==> config.mk <==
export PLATFORM = sky130hd
export DESIGN_NAME = power_rail_sequencer_core_flat
export DESIGN_NICKNAME = d
export VERILOG_FILES = /design/src/prs_pkg.sv /design/src/prs_in_if.sv /design/src/prs_out_if.sv /design/src/prs_cfg_if.sv /design/src/prs_cfg_regs.sv /design/src/prs_seq_core.sv /design/src/power_rail_sequencer_core.sv /design/src/flat_wrapper.sv
export VERILOG_INCLUDE_DIRS = /design/src /design/src/src
export SDC_FILE = /design/constraint.sdc
export NUM_CORES = 1
export LEC_CHECK = 0
export ABC_AREA = 1
export BUFFER_PORTS_ARGS = -buffer_cell sky130_fd_sc_hd__buf_2
export CELL_PAD_IN_SITES_DETAIL_PLACEMENT = 1
export CELL_PAD_IN_SITES_GLOBAL_PLACEMENT = 1
export CORE_MARGIN = 10
export CORE_UTILIZATION = 30
export DETAILED_ROUTE_END_ITERATION = 10
export PLACE_DENSITY = 0.56
export SLEW_MARGIN = 10
export SYNTH_ARGS = -nofsm -noshare
export SYNTH_HDL_FRONTEND = slang
export SYNTH_HIERARCHICAL = 1
export SYNTH_SLANG_ARGS = --single-unit
==> constraint.sdc <==
create_clock -name i_clk -period 5.8 [get_ports i_clk]
set_clock_uncertainty 0.15 [all_clocks]
set_input_delay 0.29 -clock i_clk [delete_from_list [all_inputs] [get_ports i_clk]]
set_output_delay 0.29 -clock i_clk [all_outputs]
set_load 0.05 [all_outputs]
==> src/assert_macros.svh <==
// ----------------------------------------------------------------------------
// Assertion macros
// Shared concurrent assertion wrappers, sampled on i_clk
// ----------------------------------------------------------------------------
`ifndef ASSERT_MACROS_SVH
`define ASSERT_MACROS_SVH

// checked only while out of reset
`define PRS_ASSERT(lbl, prop, msg) \
    lbl: assert property (@(posedge i_clk) disable iff (!i_rst_n) (prop)) \
        else $error(msg);

// checked at every edge, reset included
`define PRS_ASSERT_ALWAYS(lbl, prop, msg) \
    lbl: assert property (@(posedge i_clk) (prop)) else $error(msg);

`endif

==> src/prs_pkg.sv <==
// ----------------------------------------------------------------------------
// Power rail sequencer package
// Request and result types, configuration, rail bits, phase and blink codes
// ----------------------------------------------------------------------------
`default_nettype none

package prs_pkg;

    // configuration register indexes
    localparam logic CFG_GOOD_TIMEOUT   = 1'b0;
    localparam logic CFG_SHUTDOWN_DELAY = 1'b1;

    localparam int CNT_W   = 24;
    localparam int TO_W    = 16;
    localparam int RAIL_W  = 13;
    localparam int PHASE_W = 4;
    localparam int FLASH_W = 3;

    localparam logic [TO_W-1:0]  GOOD_TIMEOUT_RST   = 16'd1000;
    localparam logic [CNT_W-1:0] SHUTDOWN_DELAY_RST = 24'd10000;

    // rail bit positions
    localparam int RB_3V3    = 0;
    localparam int RB_SMBUS  = 1;
    localparam int RB_RADIO  = 2;
    localparam int RB_CODEC  = 3;
    localparam int RB_CAMERA = 4;
    localparam int RB_COM3V3 = 5;
    localparam int RB_12V    = 6;
    localparam int RB_PWROK  = 7;
    localparam int RB_5V     = 8;
    localparam int RB_MOTOR  = 9;
    localparam int RB_ALLPAY = 10;
    localparam int RB_PAY1   = 11;
    localparam int RB_PAY2   = 12;

    // rails raised once 3.3V is up, and rails dropped by shutdown
    localparam logic [RAIL_W-1:0] LOADS_12V_MASK = 13'h007E;
    localparam logic [RAIL_W-1:0] MAIN_MASK      = 13'h03FF;

    // sequencing phases
    localparam logic [PHASE_W-1:0] PH_WAIT      = 4'd0;
    localparam logic [PHASE_W-1:0] PH_W3V3      = 4'd1;
    localparam logic [PHASE_W-1:0] PH_W12V      = 4'd2;
    localparam logic [PHASE_W-1:0] PH_WS5       = 4'd3;
    localparam logic [PHASE_W-1:0] PH_WS3       = 4'd4;
    localparam logic [PHASE_W-1:0] PH_W5V       = 4'd5;
    localparam logic [PHASE_W-1:0] PH_RUN       = 4'd6;
    localparam logic [PHASE_W-1:0] PH_SHUTDELAY = 4'd7;
    localparam logic [PHASE_W-1:0] PH_SUSPENDED = 4'd8;

    // blink codes
    localparam logic [FLASH_W-1:0] FL_NONE     = 3'd0;
    localparam logic [FLASH_W-1:0] FL_BOOT_OK  = 3'd2;
    localparam logic [FLASH_W-1:0] FL_TO_5V    = 3'd3;
    localparam logic [FLASH_W-1:0] FL_TO_S3    = 3'd4;
    localparam logic [FLASH_W-1:0] FL_TO_S5    = 3'd5;
    localparam logic [FLASH_W-1:0] FL_TO_12V   = 3'd6;
    localparam logic [FLASH_W-1:0] FL_TO_3V3   = 3'd7;

    typedef struct packed {
        logic ext_button;
        logic pg_3v3;
        logic pg_12v;
        logic v5_good;
        logic s5_asserted;
        logic s3_asserted;
        logic pay1_det;
        logic pay2_det;
        logic shutdown_request;
        logic suspend_request;
    } t_tick_req;

    typedef struct packed {
        logic [RAIL_W-1:0]  rail_enables;
        logic [PHASE_W-1:0] phase;
        logic [FLASH_W-1:0] flash_code;
        logic               press_button;
    } t_tick_res;

    typedef struct packed {
        logic [TO_W-1:0]  good_timeout_ticks;
        logic [CNT_W-1:0] shutdown_delay_ticks;
    } t_cfg;

endpackage

`default_nettype wire

==> src/prs_in_if.sv <==
// ----------------------------------------------------------------------------
// Tick request channel
// Valid/ready channel carrying one sample of board signals
// ----------------------------------------------------------------------------
`default_nettype none

interface prs_in_if
    import prs_pkg::*;
();
    logic      valid;
    logic      ready;
    t_tick_req item;

    modport source (output valid, output item, input ready);
    modport sink   (input valid, input item, output ready);
endinterface

`default_nettype wire

==> src/prs_out_if.sv <==
// ----------------------------------------------------------------------------
// Tick result channel
// Valid/ready channel carrying rails, phase, blink code and button pulse
// ----------------------------------------------------------------------------
`default_nettype none

interface prs_out_if
    import prs_pkg::*;
();
    logic      valid;
    logic      ready;
    t_tick_res item;

    modport source (output valid, output item, input ready);
    modport sink   (input valid, input item, output ready);
endinterface

`default_nettype wire

==> src/prs_cfg_if.sv <==
// ----------------------------------------------------------------------------
// Configuration write channel
// Valid/ready channel carrying a register index and write data
// ----------------------------------------------------------------------------
`default_nettype none

interface prs_cfg_if
    import prs_pkg::*;
();
    logic             valid;
    logic             ready;
    logic             index;
    logic [CNT_W-1:0] data;

    modport source (output valid, output index, output data, input ready);
    modport sink   (input valid, input index, input data, output ready);
endinterface

`default_nettype wire

==> src/prs_cfg_regs.sv <==
// ----------------------------------------------------------------------------
// Configuration registers
// Holds the wait timeout and the shutdown delay, written over the cfg channel
// ----------------------------------------------------------------------------
`default_nettype none

module prs_cfg_regs
    import prs_pkg::*;
(
    input  wire       i_clk,
    input  wire       i_rst_n,
    prs_cfg_if.sink   i_cfg,
    output t_cfg      o_cfg
);

    logic [TO_W-1:0]  r_good_timeout;
    logic [CNT_W-1:0] r_shutdown_delay;

    // writes are always taken
    assign i_cfg.ready = 1'b1;

    // register file
    always_ff @(posedge i_clk) begin
        if (!i_rst_n) begin
            r_good_timeout   <= GOOD_TIMEOUT_RST;
            r_shutdown_delay <= SHUTDOWN_DELAY_RST;
        end else if (i_cfg.valid) begin
            case (i_cfg.index)
                CFG_GOOD_TIMEOUT:   r_good_timeout   <= i_cfg.data[TO_W-1:0];
                CFG_SHUTDOWN_DELAY: r_shutdown_delay <= i_cfg.data;
                default:            r_good_timeout   <= r_good_timeout;
            endcase
        end
    end

    assign o_cfg.good_timeout_ticks   = r_good_timeout;
    assign o_cfg.shutdown_delay_ticks = r_shutdown_delay;

endmodule

`default_nettype wire

==> src/prs_seq_core.sv <==
// ----------------------------------------------------------------------------
// Sequencer core
// Phase, wait counter and rail register, with the per-tick next-state logic
// ----------------------------------------------------------------------------
`default_nettype none

`include "assert_macros.svh"

module prs_seq_core
    import prs_pkg::*;
(
    input  wire        i_clk,
    input  wire        i_rst_n,
    input  wire        i_adv,
    input  t_tick_req  i_req,
    input  t_cfg       i_cfg,
    output t_tick_res  o_res
);

    logic [PHASE_W-1:0] r_phase, n_phase;
    logic [CNT_W-1:0]   r_cnt, n_cnt;
    logic [RAIL_W-1:0]  r_rails, n_rails;
    logic [FLASH_W-1:0] flash;
    logic               press;
    logic               good;
    logic               cnt_zero;
    logic               wait_done;
    logic               wait_to;
    logic [CNT_W-1:0]   cnt_load;
    logic [CNT_W-1:0]   cnt_dec;

    // signal checked by the current wait
    always_comb begin
        case (r_phase)
            PH_W3V3: good = i_req.pg_3v3;
            PH_W12V: good = i_req.pg_12v;
            PH_WS5:  good = !i_req.s5_asserted;
            PH_WS3:  good = !i_req.s3_asserted;
            PH_W5V:  good = i_req.v5_good;
            default: good = 1'b0;
        endcase
    end

    assign cnt_zero  = (r_cnt == '0);
    assign wait_done = good || cnt_zero;
    assign wait_to   = !good && cnt_zero;
    assign cnt_load  = {{(CNT_W-TO_W){1'b0}}, i_cfg.good_timeout_ticks};
    assign cnt_dec   = r_cnt - {{(CNT_W-1){1'b0}}, 1'b1};

    // next state
    always_comb begin
        n_phase = r_phase;
        n_cnt   = r_cnt;
        n_rails = r_rails;
        flash   = FL_NONE;
        press   = 1'b0;
        case (r_phase)
            PH_WAIT: begin
                if (i_req.ext_button) begin
                    n_rails[RB_3V3] = 1'b1;
                    n_cnt           = cnt_load;
                    n_phase         = PH_W3V3;
                end
            end
            PH_W3V3: begin
                if (wait_done) begin
                    n_rails = r_rails | LOADS_12V_MASK;
                    flash   = wait_to ? FL_TO_3V3 : FL_NONE;
                    n_cnt   = cnt_load;
                    n_phase = PH_W12V;
                end else begin
                    n_cnt = cnt_dec;
                end
            end
            PH_W12V: begin
                if (wait_done) begin
                    n_rails[RB_PWROK] = 1'b1;
                    flash             = wait_to ? FL_TO_12V : FL_NONE;
                    n_cnt             = cnt_load;
                    n_phase           = PH_WS5;
                end else begin
                    n_cnt = cnt_dec;
                end
            end
            PH_WS5: begin
                if (wait_done) begin
                    flash   = wait_to ? FL_TO_S5 : FL_NONE;
                    press   = wait_to;
                    n_cnt   = cnt_load;
                    n_phase = PH_WS3;
                end else begin
                    n_cnt = cnt_dec;
                end
            end
            PH_WS3: begin
                if (wait_done) begin
                    n_rails[RB_5V] = 1'b1;
                    flash          = wait_to ? FL_TO_S3 : FL_NONE;
                    press          = wait_to;
                    n_cnt          = cnt_load;
                    n_phase        = PH_W5V;
                end else begin
                    n_cnt = cnt_dec;
                end
            end
            PH_W5V: begin
                if (wait_done) begin
                    n_rails[RB_MOTOR] = 1'b1;
                    flash             = wait_to ? FL_TO_5V : FL_BOOT_OK;
                    n_phase           = PH_RUN;
                end else begin
                    n_cnt = cnt_dec;
                end
            end
            PH_RUN: begin
                if (i_req.shutdown_request) begin
                    n_cnt   = i_cfg.shutdown_delay_ticks;
                    n_phase = PH_SHUTDELAY;
                end else if (i_req.suspend_request) begin
                    n_phase = PH_SUSPENDED;
                end else begin
                    n_rails[RB_ALLPAY] = i_req.pay1_det || i_req.pay2_det;
                    n_rails[RB_PAY1]   = r_rails[RB_PAY1] || i_req.pay1_det;
                    n_rails[RB_PAY2]   = r_rails[RB_PAY2] || i_req.pay2_det;
                end
            end
            PH_SHUTDELAY: begin
                if (cnt_zero) begin
                    n_rails = r_rails & ~MAIN_MASK;
                    n_phase = PH_WAIT;
                end else begin
                    n_cnt = cnt_dec;
                end
            end
            PH_SUSPENDED: begin
                n_phase = PH_SUSPENDED;
            end
            default: begin
                n_rails = '0;
                n_phase = PH_WAIT;
            end
        endcase
    end

    // state registers, moved once per accepted tick
    always_ff @(posedge i_clk) begin
        if (!i_rst_n) begin
            r_phase <= PH_WAIT;
            r_cnt   <= '0;
            r_rails <= '0;
        end else if (i_adv) begin
            r_phase <= n_phase;
            r_cnt   <= n_cnt;
            r_rails <= n_rails;
        end
    end

    assign o_res.rail_enables = n_rails;
    assign o_res.phase        = n_phase;
    assign o_res.flash_code   = flash;
    assign o_res.press_button = press;

    // button pulse only comes with an S5 or S3 timeout code
    `PRS_ASSERT(a_press_code, press |-> (flash == FL_TO_S5 || flash == FL_TO_S3), "press without S5/S3 timeout")
    // motor rail is never on without 5V
    `PRS_ASSERT(a_motor_5v, r_rails[RB_MOTOR] |-> r_rails[RB_5V], "motor rail without 5V rail")
    // suspended is held until reset
    `PRS_ASSERT(a_susp_hold, (r_phase == PH_SUSPENDED) |=> (r_phase == PH_SUSPENDED), "left suspended phase")
    // state only moves on an advance
    `PRS_ASSERT(a_state_hold, !i_adv |=> ($stable(r_phase) && $stable(r_cnt) && $stable(r_rails)), "state moved without advance")
    // reset clears the phase
    `PRS_ASSERT_ALWAYS(a_rst_phase, !i_rst_n |=> (r_phase == PH_WAIT), "phase not cleared by reset")

endmodule

`default_nettype wire

==> src/power_rail_sequencer_core.sv <==
// ----------------------------------------------------------------------------
// Power rail sequencer
// Button-started rail bring-up, run-time payload rails and delayed shutdown
// ----------------------------------------------------------------------------
// One tick request is taken every clock cycle while the result side is ready,
// and each gives exactly one result. A request is first captured in an input
// register; when it advances, the sequencer's next-state logic (one 24-bit
// decrement and compare) updates phase, wait counter and rail register and
// loads the result register, which offers the result. While a result waits
// to be taken the input register can still take one more request; after
// that the request side stalls until the result is taken. Configuration
// writes are taken in every cycle and are meant to be issued while the
// block is idle.
`default_nettype none

module power_rail_sequencer_core
    import prs_pkg::*;
(
    input  wire       i_clk,
    input  wire       i_rst_n,
    prs_in_if.sink    i_in_req,
    prs_out_if.source o_res,
    prs_cfg_if.sink   i_cfg
);

    logic      r_in_valid;
    t_tick_req r_in_req;
    logic      r_out_valid;
    t_tick_res r_out_res;
    logic      adv;
    t_cfg      cfg;
    t_tick_res core_res;

    // a held request moves on when the result register is free or draining
    assign adv             = r_in_valid && (!r_out_valid || o_res.ready);
    assign i_in_req.ready  = !r_in_valid || adv;

    prs_cfg_regs u_cfg (
        .i_clk   (i_clk),
        .i_rst_n (i_rst_n),
        .i_cfg   (i_cfg),
        .o_cfg   (cfg)
    );

    prs_seq_core u_core (
        .i_clk   (i_clk),
        .i_rst_n (i_rst_n),
        .i_adv   (adv),
        .i_req   (r_in_req),
        .i_cfg   (cfg),
        .o_res   (core_res)
    );

    // input stage
    always_ff @(posedge i_clk) begin
        if (!i_rst_n) begin
            r_in_valid <= 1'b0;
        end else if (i_in_req.ready) begin
            r_in_valid <= i_in_req.valid;
        end
    end

    always_ff @(posedge i_clk) begin
        if (i_in_req.valid && i_in_req.ready) begin
            r_in_req <= i_in_req.item;
        end
    end

    // result register
    always_ff @(posedge i_clk) begin
        if (!i_rst_n) begin
            r_out_valid <= 1'b0;
        end else if (adv) begin
            r_out_valid <= 1'b1;
        end else if (o_res.ready) begin
            r_out_valid <= 1'b0;
        end
    end

    always_ff @(posedge i_clk) begin
        if (adv) begin
            r_out_res <= core_res;
        end
    end

    assign o_res.valid = r_out_valid;
    assign o_res.item  = r_out_res;

endmodule

`default_nettype wire

==> src/flat_wrapper.sv <==
// flat-port wrapper written by rule: the top's interface ports become plain ports
module power_rail_sequencer_core_flat import prs_pkg::*;
  (i_clk, i_rst_n, i_in_req_valid, i_in_req_item, i_in_req_ready, o_res_valid, o_res_item, o_res_ready, i_cfg_valid, i_cfg_index, i_cfg_data, i_cfg_ready);
  prs_in_if i_in_req_i ();
  prs_out_if o_res_i ();
  prs_cfg_if i_cfg_i ();
  input  wire i_clk;
  input  wire i_rst_n;
  input wire logic [$bits(i_in_req_i.valid)-1:0] i_in_req_valid;
  input wire logic [$bits(i_in_req_i.item)-1:0] i_in_req_item;
  output wire logic [$bits(i_in_req_i.ready)-1:0] i_in_req_ready;
  output wire logic [$bits(o_res_i.valid)-1:0] o_res_valid;
  output wire logic [$bits(o_res_i.item)-1:0] o_res_item;
  input wire logic [$bits(o_res_i.ready)-1:0] o_res_ready;
  input wire logic [$bits(i_cfg_i.valid)-1:0] i_cfg_valid;
  input wire logic [$bits(i_cfg_i.index)-1:0] i_cfg_index;
  input wire logic [$bits(i_cfg_i.data)-1:0] i_cfg_data;
  output wire logic [$bits(i_cfg_i.ready)-1:0] i_cfg_ready;
  assign i_in_req_i.valid = i_in_req_valid;
  assign i_in_req_i.item = i_in_req_item;
  assign i_in_req_ready = i_in_req_i.ready;
  assign o_res_valid = o_res_i.valid;
  assign o_res_item = o_res_i.item;
  assign o_res_i.ready = o_res_ready;
  assign i_cfg_i.valid = i_cfg_valid;
  assign i_cfg_i.index = i_cfg_index;
  assign i_cfg_i.data = i_cfg_data;
  assign i_cfg_ready = i_cfg_i.ready;
  power_rail_sequencer_core u_core (.i_clk(i_clk), .i_rst_n(i_rst_n), .i_in_req(i_in_req_i), .o_res(o_res_i), .i_cfg(i_cfg_i));
endmodule
==> impl_metrics.py <==
metrics = {
    "min_path": {
        "holdPathStages": 3,
        "hp-class": "in -> reg",
        "min-delay-start": "i_cfg_data[0]",
        "min_to": "u_core/u_cfg/r_shutdown_delay[0]",
    },
    "synth": {
        "yosys_register_bits": 114,
        "synth_common_cells": "nand2_1, nor2_1, dfxtp_1",
        "synth_top_area_cell": "dfxtp_1",
        "ys_seq_area_share_pct": 45.9,
        "yosysMostFrequentCell": "nand2_1",
        "async_flop_share_pct": 0,
        "synthTopCellsByArea": "dfxtp_1, edfxtp_1, nand2_1, nor2_1, nand3_1",
        "netlist_instances": 764,
        "syn_nets": 805,
        "yosysWarnings": 6,
        "synth_top_area_share_pct": 29.4,
        "syn_area_um2": 5650,
        "synth_cell_type_count": 43,
        "syn_area_per_cell_um2": 7.39,
        "synth_edf_count": 31,
        "synth_top_flop_cell": "dfxtp_1",
    },
    "cells_and_area": {
        "layout-drive-gt1-share_pct": 15.8,
        "nFillCells": 2285,
        "area.growth.synth_to_final_pct": 24.8,
        "nNetsFinal": 893,
        "n_antenna_cell": 0,
        "design_area_um2": 7040,
    },
    "pwr": {
        "clock_power_share_pct": 44.2,
        "switching_power_w": 0.000735,
        "combPwrFrac_pct": 19.5,
        "sequentialPowerShare_pct": 36.3,
        "ir_drop_mv": 0.207,
        "leakagePower_nw": 3.21,
        "cellPowerDensity_nw_per_um2": 355,
        "internal-power_w": 0.00177,
        "power_switching_share_pct": 29.4,
    },
    "detailed_routing": {
        "first_pass_iters": 4,
        "drtIter0Drc": 193,
        "avgViaCountPerCell": 4.74,
        "dr_total_vias": 5212,
        "antenna_left": 0,
        "drt-total-wl_um": 17000,
        "route.detailed.drc": 0,
        "wl_per_cell_um": 15.5,
    },
    "die": {
        "start_util_pct": 30.4,
        "dieWidth_um": 157,
        "ios": 64,
        "rows": 50,
        "die_h_um": 157,
        "dieArea_um2": 24700,
        "core_um2": 18600,
    },
    "cts": {
        "path_clk_slew_ns": 0.06,
        "clk_path_buf_depth": 2,
        "cts_resized": 0,
        "clock-sinks": 114,
        "insertion_delay_ns": 0.42,
        "cts_tree": "done",
        "clk_root_buffer_cell": "clkbuf_16",
        "htree_levels": 4,
        "numCtsBuffers": 17,
    },
    "worst_setup_path": {
        "crit_type": "reg -> reg",
        "cp.arrival_ns": 2.69,
        "start_kind": "register",
        "r2r_end": "u_core/u_core/r_cnt[12]",
        "crit_fanout": 28,
        "critPathCaptureType": "register",
        "required_ns": 5.93,
        "reg2reg_depth": 12,
        "ff2ff_setup_slack_ns": 3.25,
        "rr_startpoint": "u_core/u_core/r_phase[0]",
    },
    "place": {
        "routabilityCongestion": 0.849,
        "dp_hpwl_um": 12200,
        "placed_area_um2": 6090,
        "port_buffers": 62,
    },
    "sta": {
        "fin_setup_tns_ns": 0,
        "worst_pin_slew_ns": 0.912,
        "setup_viol": 0,
        "min_period_ns": 2.55,
        "rsz0062_at_grt": "false",
        "timing.slew.headroom_pct": 39.2,
        "hold_viol": 0,
        "drv_slew": 0,
        "fmax_mhz": 392,
        "period_share_pct": 44.0,
    },
    "global_routing": {
        "grt_usage_pct": 14.2,
        "grt_antenna_before_repair": 0,
        "grt_overflow": 0,
        "grt_pass1_wl_um": 28000,
        "grt_pass1_vias": 5512,
        "grt_max_degree": 52,
    },
    "run": {
        "maxCapViolCount": 0,
    },
    "run_status": {
        "status": "complete, no violations",
    },
}
## metrics by stage
stage	utilization [%]	worst slack [ns]	std cells	power, W	hold slack (ns)
after CTS	37.9	3.21	1099	0.00254	0.00472
after global routing	37.9	3.01	1099	0.00264	0.0479
final	37.9	3.25	1099	0.00250	0.0182
after global placement	32.8	3.40	1034	0.00139	0.305
after detailed placement	32.8	3.25	1034	0.00140	0.307
after floorplan	-	2.77	764	0.00128	0.239
## repair_timing
item,CTS,global route
hold endpoints to repair,36,0
setup buffers,0,0
hold buffers,33,0
## worst max-delay path, cell delays in order (launching register included)
cell,delay (ns)
dfxtp_1,0.41
inv_2,0.15
nand2_1,0.11
nor2_4,0.59
nand2_1,0.17
nand2_1,0.10
a21oi_1,0.05
nand2_1,0.15
inv_2,0.08
nand2_4,0.23
nand2_1,0.10
nand2_1,0.08
a21oi_1,0.06
## how the worst max path moves through the flow
stage                     slack [ns]                 endpoint                      from
final                           3.25  u_core/u_core/r_cnt[12]  u_core/u_core/r_phase[0]
after global routing            3.01  u_core/u_core/r_cnt[13]  u_core/u_core/r_phase[0]
after CTS                       3.21  u_core/u_core/r_cnt[13]  u_core/u_core/r_phase[0]
after detailed placement        3.25  u_core/u_core/r_cnt[11]  u_core/u_core/r_phase[0]
after global placement          3.40  u_core/u_core/r_cnt[14]               o_res_ready
after floorplan                 2.77  u_core/u_core/r_cnt[15]        u_core/o_res.valid
## power groups by stage
stage | registers, W | logic (W) | clock network (W)
2_1_floorplan | 0.000945 | 0.000339 | 0
3_3_place_gp | 0.000923 | 0.000467 | 0
3_5_place_dp | 0.000924 | 0.000476 | 0
4_1_cts | 0.000908 | 0.000496 | 0.00113
5_1_grt | 0.000914 | 0.000556 | 0.00117
6_report | 0.000908 | 0.000489 | 0.00111
## layer usage
layer | share of wire [%] | global-route usage, % | routed length (µm) | up-vias
met5 | 0 | 0 | 0 | -
met4 | 1.5 | 5.48 | 255 | 0
met2 | 49 | 24.0 | 8280 | 85
met1 | 46 | 17.0 | 7890 | 2471
li1 | - | - | - | 2634
met3 | 3.5 | 3.28 | 602 | 22
## layout make-up
class                   instances  area (µm²)  area share [%]
clock inverters                 9         124            1.76
inverters                      87         327            4.64
well taps                     234         293            4.16
multi-input cells             535        2550            36.2
flip-flops and latches        114        2590            36.8
clock buffers                  23         500            7.11
repair buffers                 97         656            9.31
## layout by cell type (no fill, tap or decap), types with 4 or more instances in the layout
master	n
a21oi_1	53
dlygate4sd3_1	33
a21oi_2	8
nand2_2	6
nand4_1	6
edfxtp_1	31
nor2_4	4
clkbuf_16	19
xor2_1	8
inv_2	11
nor2_2	4
clkinv_2	4
nand3_1	67
nor2_1	119
nand3_2	4
inv_1	75
dfxtp_1	83
xnor2_1	7
o21ai_0	30
o21a_1	6
buf_2	62
nand2_1	172
o21ai_1	17
## cell families (layout without fill, tap and decap cells)
logic type | Yosys count | after routing | share of synthesized area [%]
xor+xnor | 15 | 15 | 2.33
simple gates | 392 | 392 | 29.9
flops | 114 | 114 | 45.9
compound gates | 126 | 126 | 12.6
other cells | 1 | 1 | 0.0664
buf+inv | 115 | 216 | 8.95
fa+ha+maj | 1 | 1 | 0.222
## state kept, by name, indices dropped and copies added (netlist names)
signal / count
u_core/u_cfg/r_shutdown_delay: 24
u_core/r_in_req: 10
u_core/r_in_valid: 1
u_core/u_core/r_cnt: 24
u_core/o_res.valid: 1
u_core/o_res.item: 21
u_core/u_core/r_rails: 13
u_core/u_cfg/r_good_timeout: 16
u_core/u_core/r_phase: 4
No activity file was read; power rests on OpenSTA's default activity.
